`src/design/brb_pkg.sv`:
```
// brb_pkg: shared constants, command and status codes, and the
// controller/datapath interface structs of the byte ring buffer.
// No dependencies.
package brb_pkg;

  // field widths
  localparam int BYTE_W = 8;
  localparam int LEN_W  = 9;
  localparam int STAT_W = 2;
  localparam int CMD_W  = 3;

  // default store depth and longest read or peek run
  localparam int DEPTH_DEF = 256;
  localparam int MAX_CHUNK = 64;
  localparam int CHUNK_W   = $clog2(MAX_CHUNK + 1);

  // command codes
  localparam logic [CMD_W-1:0] CMD_WRITE   = 3'd0;
  localparam logic [CMD_W-1:0] CMD_READ    = 3'd1;
  localparam logic [CMD_W-1:0] CMD_PEEK    = 3'd2;
  localparam logic [CMD_W-1:0] CMD_DISCARD = 3'd3;
  localparam logic [CMD_W-1:0] CMD_CLEAR   = 3'd4;

  // result status codes
  localparam logic [STAT_W-1:0] STAT_OK    = 2'd0;
  localparam logic [STAT_W-1:0] STAT_RANGE = 2'd1;
  localparam logic [STAT_W-1:0] STAT_SHORT = 2'd2;

  // controller to datapath
  typedef struct packed {
    logic accept;  // input transaction taken this cycle
    logic issue;   // read the next run byte from the store
    logic load;    // move the fetched run byte into the output register
  } brb_cmd_t;

  // datapath to controller
  typedef struct packed {
    logic run_start;  // offered item is a good read or peek of one or more bytes
    logic more;       // run bytes still to fetch
    logic pend;       // fetched run byte waiting for the output register
    logic last_load;  // the waiting byte is the final one of the run
  } brb_stat_t;

endpackage

```
`src/design/byte_ring_buffer_block_ops.sv`:
```
// byte_ring_buffer_block_ops: top level of the byte ring buffer; joins the
// controller and the datapath.
// Depends on brb_pkg, brb_ctrl and brb_dp.
//
//   channel  | handshake           | fields
//   ---------+---------------------+-----------------------------------------------
//   in_      | in_valid / in_stall | command, data_byte, length, block_start
//   out_     | out_valid/out_stall | read_byte, status, count, fill_level,
//            |                     | free_space, last
//
// A write, discard, clear, rejected read or unknown command gives its result the
// cycle after it is taken; items follow each other every cycle while out_stall
// stays low. A good read or peek of n bytes takes the item, then fetches each
// byte from the registered store read and moves it into the result register,
// one byte per cycle while out_stall stays low.
// Reset is synchronous on rst_n and clears indices, flags and the controller;
// the byte store itself is not cleared. out_stall holds the current result,
// and in_stall stays high until that result has been taken.
module byte_ring_buffer_block_ops
  import brb_pkg::*;
#(
  parameter int DEPTH = DEPTH_DEF
) (
  input  logic               clk,
  input  logic               rst_n,
  input  logic               in_valid,
  output logic               in_stall,
  input  logic [CMD_W-1:0]   in_command,
  input  logic [BYTE_W-1:0]  in_data_byte,
  input  logic [LEN_W-1:0]   in_length,
  input  logic               in_block_start,
  output logic               out_valid,
  input  logic               out_stall,
  output logic [BYTE_W-1:0]  out_read_byte,
  output logic [STAT_W-1:0]  out_status,
  output logic [LEN_W-1:0]   out_count,
  output logic [LEN_W-1:0]   out_fill_level,
  output logic [LEN_W-1:0]   out_free_space,
  output logic               out_last
);

  brb_cmd_t  cmd;
  brb_stat_t stat;

  // handshakes and run sequencing
  brb_ctrl u_ctrl (
    .clk       (clk),
    .rst_n     (rst_n),
    .in_valid  (in_valid),
    .in_stall  (in_stall),
    .out_valid (out_valid),
    .out_stall (out_stall),
    .stat      (stat),
    .cmd       (cmd)
  );

  // store, pointers and results
  brb_dp #(
    .DEPTH (DEPTH)
  ) u_dp (
    .clk            (clk),
    .rst_n          (rst_n),
    .in_command     (in_command),
    .in_data_byte   (in_data_byte),
    .in_length      (in_length),
    .in_block_start (in_block_start),
    .cmd            (cmd),
    .stat           (stat),
    .out_read_byte  (out_read_byte),
    .out_status     (out_status),
    .out_count      (out_count),
    .out_fill_level (out_fill_level),
    .out_free_space (out_free_space),
    .out_last       (out_last)
  );

endmodule

```
`src/design/brb_ctrl.sv`:
```
// brb_ctrl: controller state machine of the byte ring buffer; owns the
// channel handshakes and sequences read and peek runs.
// Depends on brb_pkg.
module brb_ctrl
  import brb_pkg::*;
(
  input  logic      clk,
  input  logic      rst_n,
  input  logic      in_valid,
  output logic      in_stall,
  output logic      out_valid,
  input  logic      out_stall,
  input  brb_stat_t stat,
  output brb_cmd_t  cmd
);

  typedef enum logic [1:0] {
    ST_IDLE = 2'b01,
    ST_RUN  = 2'b10
  } state_t;

  state_t state_r, state_nxt;
  logic   out_valid_r, out_valid_nxt;
  logic   out_free;

  // output register can take a new result this cycle
  assign out_free = !out_valid_r || !out_stall;

  // input is taken only when idle and the output side has room
  assign in_stall = !((state_r == ST_IDLE) && out_free);
  assign out_valid = out_valid_r;

  // datapath commands
  always_comb begin
    cmd.accept = in_valid && !in_stall;
    cmd.load   = (state_r == ST_RUN) && stat.pend && out_free;
    cmd.issue  = (state_r == ST_RUN) && stat.more && (!stat.pend || cmd.load);
  end

  // next state and output valid
  always_comb begin
    state_nxt     = state_r;
    out_valid_nxt = out_valid_r && out_stall;
    case (state_r)
      ST_IDLE: begin
        if (cmd.accept) begin
          if (stat.run_start) begin
            state_nxt = ST_RUN;
          end else begin
            out_valid_nxt = 1'b1;
          end
        end
      end
      ST_RUN: begin
        if (cmd.load) begin
          out_valid_nxt = 1'b1;
          if (stat.last_load) begin
            state_nxt = ST_IDLE;
          end
        end
      end
      default: begin
        state_nxt     = ST_IDLE;
        out_valid_nxt = 1'b0;
      end
    endcase
  end

  // control registers
  always_ff @(posedge clk) begin
    if (!rst_n) begin
      state_r     <= ST_IDLE;
      out_valid_r <= 1'b0;
    end else begin
      state_r     <= state_nxt;
      out_valid_r <= out_valid_nxt;
    end
  end

`ifndef SYNTH
  // a run begins with an empty output register
  a_run_enter: assert property (@(posedge clk) disable iff (!rst_n)
    cmd.accept && stat.run_start |=> (state_r == ST_RUN) && !out_valid_r)
    else $error("run did not start cleanly");

  // the final run byte returns the controller to idle
  a_run_exit: assert property (@(posedge clk) disable iff (!rst_n)
    cmd.load && stat.last_load |=> (state_r == ST_IDLE) && out_valid_r)
    else $error("run did not end after its last byte");
`endif

endmodule

```
`src/design/brb_dp.sv`:
```
// brb_dp: datapath of the byte ring buffer: byte store, indices, full
// flag, pending write block, run counters and result registers.
// Depends on brb_pkg.
module brb_dp
  import brb_pkg::*;
#(
  parameter int DEPTH = DEPTH_DEF
) (
  input  logic               clk,
  input  logic               rst_n,
  input  logic [CMD_W-1:0]   in_command,
  input  logic [BYTE_W-1:0]  in_data_byte,
  input  logic [LEN_W-1:0]   in_length,
  input  logic               in_block_start,
  input  brb_cmd_t           cmd,
  output brb_stat_t          stat,
  output logic [BYTE_W-1:0]  out_read_byte,
  output logic [STAT_W-1:0]  out_status,
  output logic [LEN_W-1:0]   out_count,
  output logic [LEN_W-1:0]   out_fill_level,
  output logic [LEN_W-1:0]   out_free_space,
  output logic               out_last
);

  localparam int IDX_W  = $clog2(DEPTH);
  localparam int SUM_W  = IDX_W + 1;
  localparam int FILL_W = $clog2(DEPTH + 1);
  localparam int CMP_W  = (FILL_W > LEN_W) ? FILL_W : LEN_W;

  // index step with wrap; step never exceeds DEPTH
  function automatic logic [IDX_W-1:0] idx_add(input logic [IDX_W-1:0] i,
                                               input logic [SUM_W-1:0] step);
    logic [SUM_W-1:0] s;
    s = SUM_W'(i) + step;
    if (s >= SUM_W'(DEPTH)) begin
      s = s - SUM_W'(DEPTH);
    end
    return s[IDX_W-1:0];
  endfunction

  logic [BYTE_W-1:0]  mem [DEPTH];
  logic [BYTE_W-1:0]  mem_q_r;

  logic [IDX_W-1:0]   rd_idx_r, rd_idx_nxt;
  logic [IDX_W-1:0]   wr_idx_r, wr_idx_nxt;
  logic               full_r, full_nxt;
  logic [LEN_W-1:0]   blk_left_r, blk_left_nxt;
  logic               blk_rej_r, blk_rej_nxt;

  logic [IDX_W-1:0]   run_ptr_r;
  logic [CHUNK_W-1:0] run_len_r;
  logic [CHUNK_W-1:0] issue_left_r;
  logic [CHUNK_W-1:0] load_left_r;
  logic               pend_r;

  logic [BYTE_W-1:0]  res_byte_r;
  logic [STAT_W-1:0]  res_status_r, res_status_nxt;
  logic [LEN_W-1:0]   res_count_r, res_count_nxt;
  logic               res_last_r, res_last_nxt;

  logic [FILL_W-1:0]  fill, free;
  logic [CMP_W-1:0]   len_c, fill_c, free_c;
  logic               len_over_depth, len_over_chunk;
  logic               run_ok;
  logic               mem_we;
  logic [IDX_W-1:0]   wr_step;
  logic               wr_skip;
  logic               wr_rej;
  logic [LEN_W-1:0]   wr_left;

  // fill level and free space from the indices and full flag
  always_comb begin
    if (full_r) begin
      fill = FILL_W'(DEPTH);
    end else if (wr_idx_r >= rd_idx_r) begin
      fill = FILL_W'(wr_idx_r) - FILL_W'(rd_idx_r);
    end else begin
      fill = FILL_W'(DEPTH) - FILL_W'(rd_idx_r) + FILL_W'(wr_idx_r);
    end
    free = FILL_W'(DEPTH) - fill;
  end

  // length checks
  assign len_c          = CMP_W'(in_length);
  assign fill_c         = CMP_W'(fill);
  assign free_c         = CMP_W'(free);
  assign len_over_depth = len_c > CMP_W'(DEPTH);
  assign len_over_chunk = (in_length > LEN_W'(MAX_CHUNK)) || len_over_depth;
  assign run_ok         = ((in_command == CMD_READ) || (in_command == CMD_PEEK)) &&
                          (in_length != '0) && !len_over_chunk && !(len_c > fill_c);
  assign wr_step        = idx_add(wr_idx_r, SUM_W'(1));

  // step of the offered item
  always_comb begin
    rd_idx_nxt     = rd_idx_r;
    wr_idx_nxt     = wr_idx_r;
    full_nxt       = full_r;
    blk_left_nxt   = blk_left_r;
    blk_rej_nxt    = blk_rej_r;
    res_status_nxt = STAT_OK;
    res_count_nxt  = '0;
    res_last_nxt   = 1'b1;
    mem_we         = 1'b0;
    wr_skip        = 1'b0;
    wr_rej         = blk_rej_r;
    wr_left        = blk_left_r;
    case (in_command)
      CMD_WRITE: begin
        if (in_block_start) begin
          if (in_length == '0) begin
            wr_skip      = 1'b1;
            blk_left_nxt = '0;
            blk_rej_nxt  = 1'b0;
          end else begin
            if (len_over_depth) begin
              res_status_nxt = STAT_RANGE;
            end else if (len_c > free_c) begin
              res_status_nxt = STAT_SHORT;
            end
            wr_rej  = len_over_depth || (len_c > free_c);
            wr_left = in_length;
          end
        end else if (blk_left_r == '0) begin
          // stray byte with no block to belong to
          wr_skip        = 1'b1;
          res_status_nxt = STAT_SHORT;
        end else if (blk_rej_r) begin
          res_status_nxt = STAT_SHORT;
        end
        if (!wr_skip) begin
          if (!wr_rej) begin
            mem_we        = 1'b1;
            wr_idx_nxt    = wr_step;
            full_nxt      = full_r || (wr_step == rd_idx_r);
            res_count_nxt = LEN_W'(1);
          end
          wr_left      = wr_left - LEN_W'(1);
          blk_left_nxt = wr_left;
          blk_rej_nxt  = (wr_left == '0) ? 1'b0 : wr_rej;
          res_last_nxt = (wr_left == '0);
        end
      end
      CMD_READ, CMD_PEEK: begin
        blk_left_nxt = '0;
        blk_rej_nxt  = 1'b0;
        if (in_length == '0) begin
          res_status_nxt = STAT_OK;
        end else if (len_over_chunk) begin
          res_status_nxt = STAT_RANGE;
        end else if (len_c > fill_c) begin
          res_status_nxt = STAT_SHORT;
        end else if (in_command == CMD_READ) begin
          rd_idx_nxt = idx_add(rd_idx_r, SUM_W'(in_length));
          full_nxt   = 1'b0;
        end
      end
      CMD_DISCARD: begin
        blk_left_nxt = '0;
        blk_rej_nxt  = 1'b0;
        if (len_c > fill_c) begin
          rd_idx_nxt    = '0;
          wr_idx_nxt    = '0;
          full_nxt      = 1'b0;
          res_count_nxt = LEN_W'(fill);
        end else begin
          res_count_nxt = in_length;
          if (in_length != '0) begin
            rd_idx_nxt = idx_add(rd_idx_r, SUM_W'(in_length));
            full_nxt   = 1'b0;
          end
        end
      end
      CMD_CLEAR: begin
        blk_left_nxt = '0;
        blk_rej_nxt  = 1'b0;
        rd_idx_nxt   = '0;
        wr_idx_nxt   = '0;
        full_nxt     = 1'b0;
      end
      default: begin
        // unknown command leaves everything as it is
        res_status_nxt = STAT_OK;
      end
    endcase
  end

  // byte store write port
  always_ff @(posedge clk) begin
    if (cmd.accept && mem_we) begin
      mem[wr_idx_r] <= in_data_byte;
    end
  end

  // byte store read port for runs
  always_ff @(posedge clk) begin
    if (cmd.issue) begin
      mem_q_r <= mem[run_ptr_r];
    end
  end

  // buffer state and run counters
  always_ff @(posedge clk) begin
    if (!rst_n) begin
      rd_idx_r     <= '0;
      wr_idx_r     <= '0;
      full_r       <= 1'b0;
      blk_left_r   <= '0;
      blk_rej_r    <= 1'b0;
      issue_left_r <= '0;
      load_left_r  <= '0;
      pend_r       <= 1'b0;
    end else begin
      if (cmd.accept) begin
        rd_idx_r   <= rd_idx_nxt;
        wr_idx_r   <= wr_idx_nxt;
        full_r     <= full_nxt;
        blk_left_r <= blk_left_nxt;
        blk_rej_r  <= blk_rej_nxt;
      end
      if (cmd.accept && run_ok) begin
        issue_left_r <= CHUNK_W'(in_length);
        load_left_r  <= CHUNK_W'(in_length);
      end else begin
        if (cmd.issue) begin
          issue_left_r <= issue_left_r - CHUNK_W'(1);
        end
        if (cmd.load) begin
          load_left_r <= load_left_r - CHUNK_W'(1);
        end
      end
      if (cmd.issue) begin
        pend_r <= 1'b1;
      end else if (cmd.load) begin
        pend_r <= 1'b0;
      end
    end
  end

  // run pointer and length
  always_ff @(posedge clk) begin
    if (cmd.accept && run_ok) begin
      run_ptr_r <= rd_idx_r;
      run_len_r <= CHUNK_W'(in_length);
    end else if (cmd.issue) begin
      run_ptr_r <= idx_add(run_ptr_r, SUM_W'(1));
    end
  end

  // result register
  always_ff @(posedge clk) begin
    if (cmd.load) begin
      res_byte_r   <= mem_q_r;
      res_status_r <= STAT_OK;
      res_count_r  <= LEN_W'(run_len_r);
      res_last_r   <= (load_left_r == CHUNK_W'(1));
    end else if (cmd.accept && !run_ok) begin
      res_byte_r   <= '0;
      res_status_r <= res_status_nxt;
      res_count_r  <= res_count_nxt;
      res_last_r   <= res_last_nxt;
    end
  end

  // status to the controller
  always_comb begin
    stat.run_start = run_ok;
    stat.more      = (issue_left_r != '0);
    stat.pend      = pend_r;
    stat.last_load = (load_left_r == CHUNK_W'(1));
  end

  // result fields; level and space follow the state, which holds while stalled
  assign out_read_byte  = res_byte_r;
  assign out_status     = res_status_r;
  assign out_count      = res_count_r;
  assign out_last       = res_last_r;
  assign out_fill_level = LEN_W'(fill);
  assign out_free_space = LEN_W'(free);

`ifndef SYNTH
  // a full buffer has equal indices
  a_full_idx: assert property (@(posedge clk) disable iff (!rst_n)
    full_r |-> (rd_idx_r == wr_idx_r))
    else $error("full flag set with unequal indices");

  // bytes still to deliver are those fetched plus those not yet fetched
  a_run_count: assert property (@(posedge clk) disable iff (!rst_n)
    load_left_r == (issue_left_r + CHUNK_W'(pend_r)))
    else $error("run counters out of step");

  // a rejected block always has items left to swallow
  a_rej_left: assert property (@(posedge clk) disable iff (!rst_n)
    blk_rej_r |-> (blk_left_r != '0))
    else $error("rejected block with nothing left");
`endif

endmodule

```
`config.mk`:
```
export PLATFORM = sky130hd
export DESIGN_NAME = byte_ring_buffer_block_ops
export DESIGN_NICKNAME = d
export VERILOG_FILES = /design/src/design/brb_pkg.sv /design/src/design/byte_ring_buffer_block_ops.sv /design/src/design/brb_ctrl.sv /design/src/design/brb_dp.sv
export SDC_FILE = /design/constraint.sdc
export NUM_CORES = 2
export LEC_CHECK = 0
export BUFFER_PORTS_ARGS = -buffer_cell sky130_fd_sc_hd__buf_4
export CORE_MARGIN = 5
export CORE_UTILIZATION = 30
export CTS_CLUSTER_SIZE = 25
export DETAILED_ROUTE_END_ITERATION = 8
export PLACE_DENSITY = 0.42
export SKIP_LAST_GASP = 1
export SLEW_MARGIN = 10
export SYNTH_ARGS = -nofsm -noshare
export SYNTH_HDL_FRONTEND = slang
export SYNTH_SLANG_ARGS = --single-unit
```
`constraint.sdc`:
```
create_clock -name clk -period 7.74 [get_ports clk]
set_input_delay 1.161 -clock clk [delete_from_list [all_inputs] [get_ports clk]]
set_output_delay 1.161 -clock clk [all_outputs]
set_load 0.01 [all_outputs]
```
==> flow_metrics.py <==
metrics = {
    "outcome": {
        "status": "complete, no violations",
    },
    "synthesis": {
        "syn_inst": 4472,
        "synthAdderAreaFrac_pct": 0.722,
        "synth.area.mux_share_pct": 14.5,
        "seq_area_frac_synth_pct": 74.7,
        "synth_area_leaders": "edfxtp_1, mux4_2, mux2i_1, nor2_1, o221ai_1",
        "avgSynthCellArea_um2": 19.1,
        "synth_xor_area_share_pct": 0.524,
        "synth_top_family_by_area": "multiplexers",
        "syn-cell-area_mm2": 0.0853,
        "yosys.area.top_type": "edfxtp_1",
        "syn_nets": 4545,
        "synth-edff-count": 2087,
        "synth_simple_gate_area_share_pct": 3.65,
        "synth_top_area_share_pct": 73.5,
        "ys_types": 71,
        "ys_seq_elements": 2136,
        "synth-main-ff-cell": "edfxtp_1",
        "yosysWarnings": 0,
        "synth_compound_area_share_pct": 4.39,
        "async_flop_share_pct": 0,
    },
    "drt": {
        "wire_per_inst_um": 30.8,
        "drt-total-wl_um": 265000,
        "drcViolationCount": 0,
        "drt_pass1_iterations": 7,
        "num_vias": 44200,
        "drt_iter0_drc": 3832,
        "ant_nets": 0,
        "viasPerCell": 5.14,
    },
    "cts": {
        "clk_pin_slew_ps": 60,
        "cts-root-buf": "clkbuf_16",
        "cts_setup_buffers": 0,
        "cts.sinks": 2136,
        "insertion_delay_ps": 890,
        "h-tree-depth": 4,
        "cts_inserted_buffers": 237,
        "clock_path_buffers": 4,
        "ctsResizeCount": 0,
        "tritoncts": "yes",
        "hold_buffers": 0,
    },
    "power": {
        "p_leak_nw": 30.8,
        "p_per_area_mw_per_mm2": 248,
        "ir_drop_v": 0.000177,
    },
    "final_layout": {
        "drive_above_1_share_pct": 20.8,
        "fin_cells": 8603,
        "most-common-layout-cells": "edfxtp_1, mux4_2, nor2_1, mux2i_1, clkbuf_16",
        "layout.filler_cells": 26400,
        "area_delta_synth_final_pct": 15.1,
        "nNetsFinal": 4745,
        "final_common_cell": "edfxtp_1",
    },
    "global_route": {
        "grt.busiest_layer": "met2",
        "grt_usage_pct": 17.7,
        "grt_pass1_vias": 45200,
        "use_met1_pct": 24.6,
        "met2_usage_pct": 29.0,
        "overflow": 0,
        "grt_start_max_net_pins": 144,
        "grt_util_met3_pct": 2.68,
        "grt_pass1_wl_um": 369000,
        "antenna_found_initial": 18,
    },
    "floorplan": {
        "die_h_um": 543,
        "start_util_pct": 30.2,
        "core_mm2": 0.283,
        "die_w_um": 543,
        "rows": 195,
        "dieArea_mm2": 0.295,
        "io_pins": 65,
    },
    "critical_path": {
        "critPathMaxFanout": 20,
        "crit_chain": "ha_1 -> o21a_1 -> o31a_1 -> o41ai_1 -> mux2i_1 -> nand4b_1 -> xnor2_1 -> ha_1 -> a211o_1 -> o41a_1 -> nand2_1 -> and4_1 -> buf_4 -> nand4b_1 -> buf_4 -> nor2_1",
        "end_kind": "flip-flop",
        "slowest_stage": "dfxtp_1",
        "slowest_delay_ps": 760,
        "cp_num_buf_inv": 2,
        "crit_type": "reg2reg",
        "cp.arrival_ps": 7130,
        "cp_top_family": "simple AND/OR/NAND/NOR gates",
        "worstPathRequired_ps": 8260,
        "startpoint_type": "flip-flop",
    },
    "placement": {
        "place_congestion": 0.797,
        "place_ws_ps": 1230,
        "numPortBuffers": 64,
        "place_hpwl_um": 159000,
        "post-place-cells": 8176,
    },
    "sta": {
        "slew_headroom_pct": 18.6,
        "tightest_slew_ps": 1220,
        "report.final.hold_viol_count": 0,
        "fmax_ghz": 0.151,
        "fin_crit_sh_pct": 85.5,
        "fin_hold_ws_ps": 483,
        "clock_skew_ps": 71.8,
        "min_period_ps": 6610,
        "fin_ws_ps": 1130,
        "finalSetupViolCount": 0,
        "rsz0062_at_grt": "false",
        "drv_slew": 0,
        "tns_ps": 0,
    },
    "job": {
        "cap_viol_max_count": 0,
    },
    "min_path": {
        "hold_class": "reg2reg",
    },
}
-- stage by stage --
stage               utilization (%)  cell area (um2)  power, W
detailed placement             32.2            90900    0.0139
finish                         34.7            98200    0.0244
CTS                            34.7            98200    0.0247
global placement               32.2            90900    0.0139
floorplan                         -            85300    0.0134
global route                   34.7            98200    0.0252
-- per-layer routing --
| layer | routed length, um | part of all wire, % |
|---|---|---|
| met1 | 116000 | 44 |
| met2 | 128000 | 48 |
| met3 | 14400 | 5.4 |
| met4 | 6820 | 2.6 |
| met5 | 0 | 0 |
-- logic make-up after synthesis --
| group | count (synthesis) |
|---|---|
| muxes | 705 |
| and+or+nand+nor | 676 |
| DFF | 2136 |
| adders and majority gates | 48 |
| buffers and inverters | 310 |
| xor gates and xnor gates | 51 |
| AOI/OAI and AO/OA | 546 |
-- worst register-to-register path, stage by stage, from the launching register on --
cell and delay (ps):
dfxtp_1 760, ha_1 420, o21a_1 170, o31a_1 290, o41ai_1 330, mux2i_1 500, nand4b_1 240, xnor2_1 180
ha_1 320, a211o_1 320, o41a_1 420, nand2_1 150, and4_1 240, buf_4 520, nand4b_1 480, buf_4 350
nor2_1 580
-- sequential cells by signal, summed over array words and instances, names as in the netlist, 2 cells and up --
register,flops
u_ctrl.state_r,2
u_dp.blk_left_r,9
u_dp.issue_left_r,7
u_dp.load_left_r,7
u_dp.mem,2048
u_dp.mem_q_r,8
u_dp.out_count,9
u_dp.out_read_byte,8
u_dp.out_status,2
u_dp.rd_idx_r,8
u_dp.run_len_r,7
u_dp.run_ptr_r,8
u_dp.wr_idx_r,8
-- power breakdown --
group	leakage [nW]	internal, W	switching (W)
clock	3.54	0.00614	0.00461
sequential	19.2	0.0127	0.0000110
combinational	8.07	0.000295	0.000637
-- synthesized netlist by cell type, drive strengths merged (6+ instances only) --
cell	instances
edfxtp	2087
mux4	421
nor2	314
mux2i	283
clkbuf	158
a21oi	123
o221ai	113
nand2	105
buf	102
o22ai	80
o21ai	72
nor3	52
inv	50
dfxtp	49
nand3	47
ha	46
xnor2	33
a22oi	31
a211oi	29
and2	25
nor2b	22
xor2	18
nand2b	17
nor4	17
nand4	16
and3	14
or3	13
o21a	10
o211ai	9
o31ai	9
a31oi	8
nor4b	8
o2111ai	6
o221a	6
-- final timing paths --
check	endpoint	slack, ps	start	depth (start not counted)
worst max register to register	u_dp.mem[161][7]	1130	u_dp.wr_idx_r[2]	16
worst min-delay path	u_dp.blk_left_r[6]	480	u_dp.blk_left_r[6]	2
worst max-delay path	u_dp.mem[161][7]	1130	u_dp.wr_idx_r[2]	16
worst min register to register	u_dp.blk_left_r[6]	480	u_dp.blk_left_r[6]	2
-- final cells by class --
cell class / count / area (um2) / share of cell area [%]
Timing Repair Buffer: 221 / 1950 / 1.99
Multi-Input combinational cell: 2026 / 20400 / 20.8
Clock inverter: 134 / 1100 / 1.12
Sequential cell: 2136 / 63700 / 64.8
Inverter: 50 / 198 / 0.201
Clock buffer: 285 / 6140 / 6.26
Tap cell: 3743 / 4680 / 4.77
Antenna cell: 8 / 20.0 / 0.0204
(Power assumes the default switching activity.)
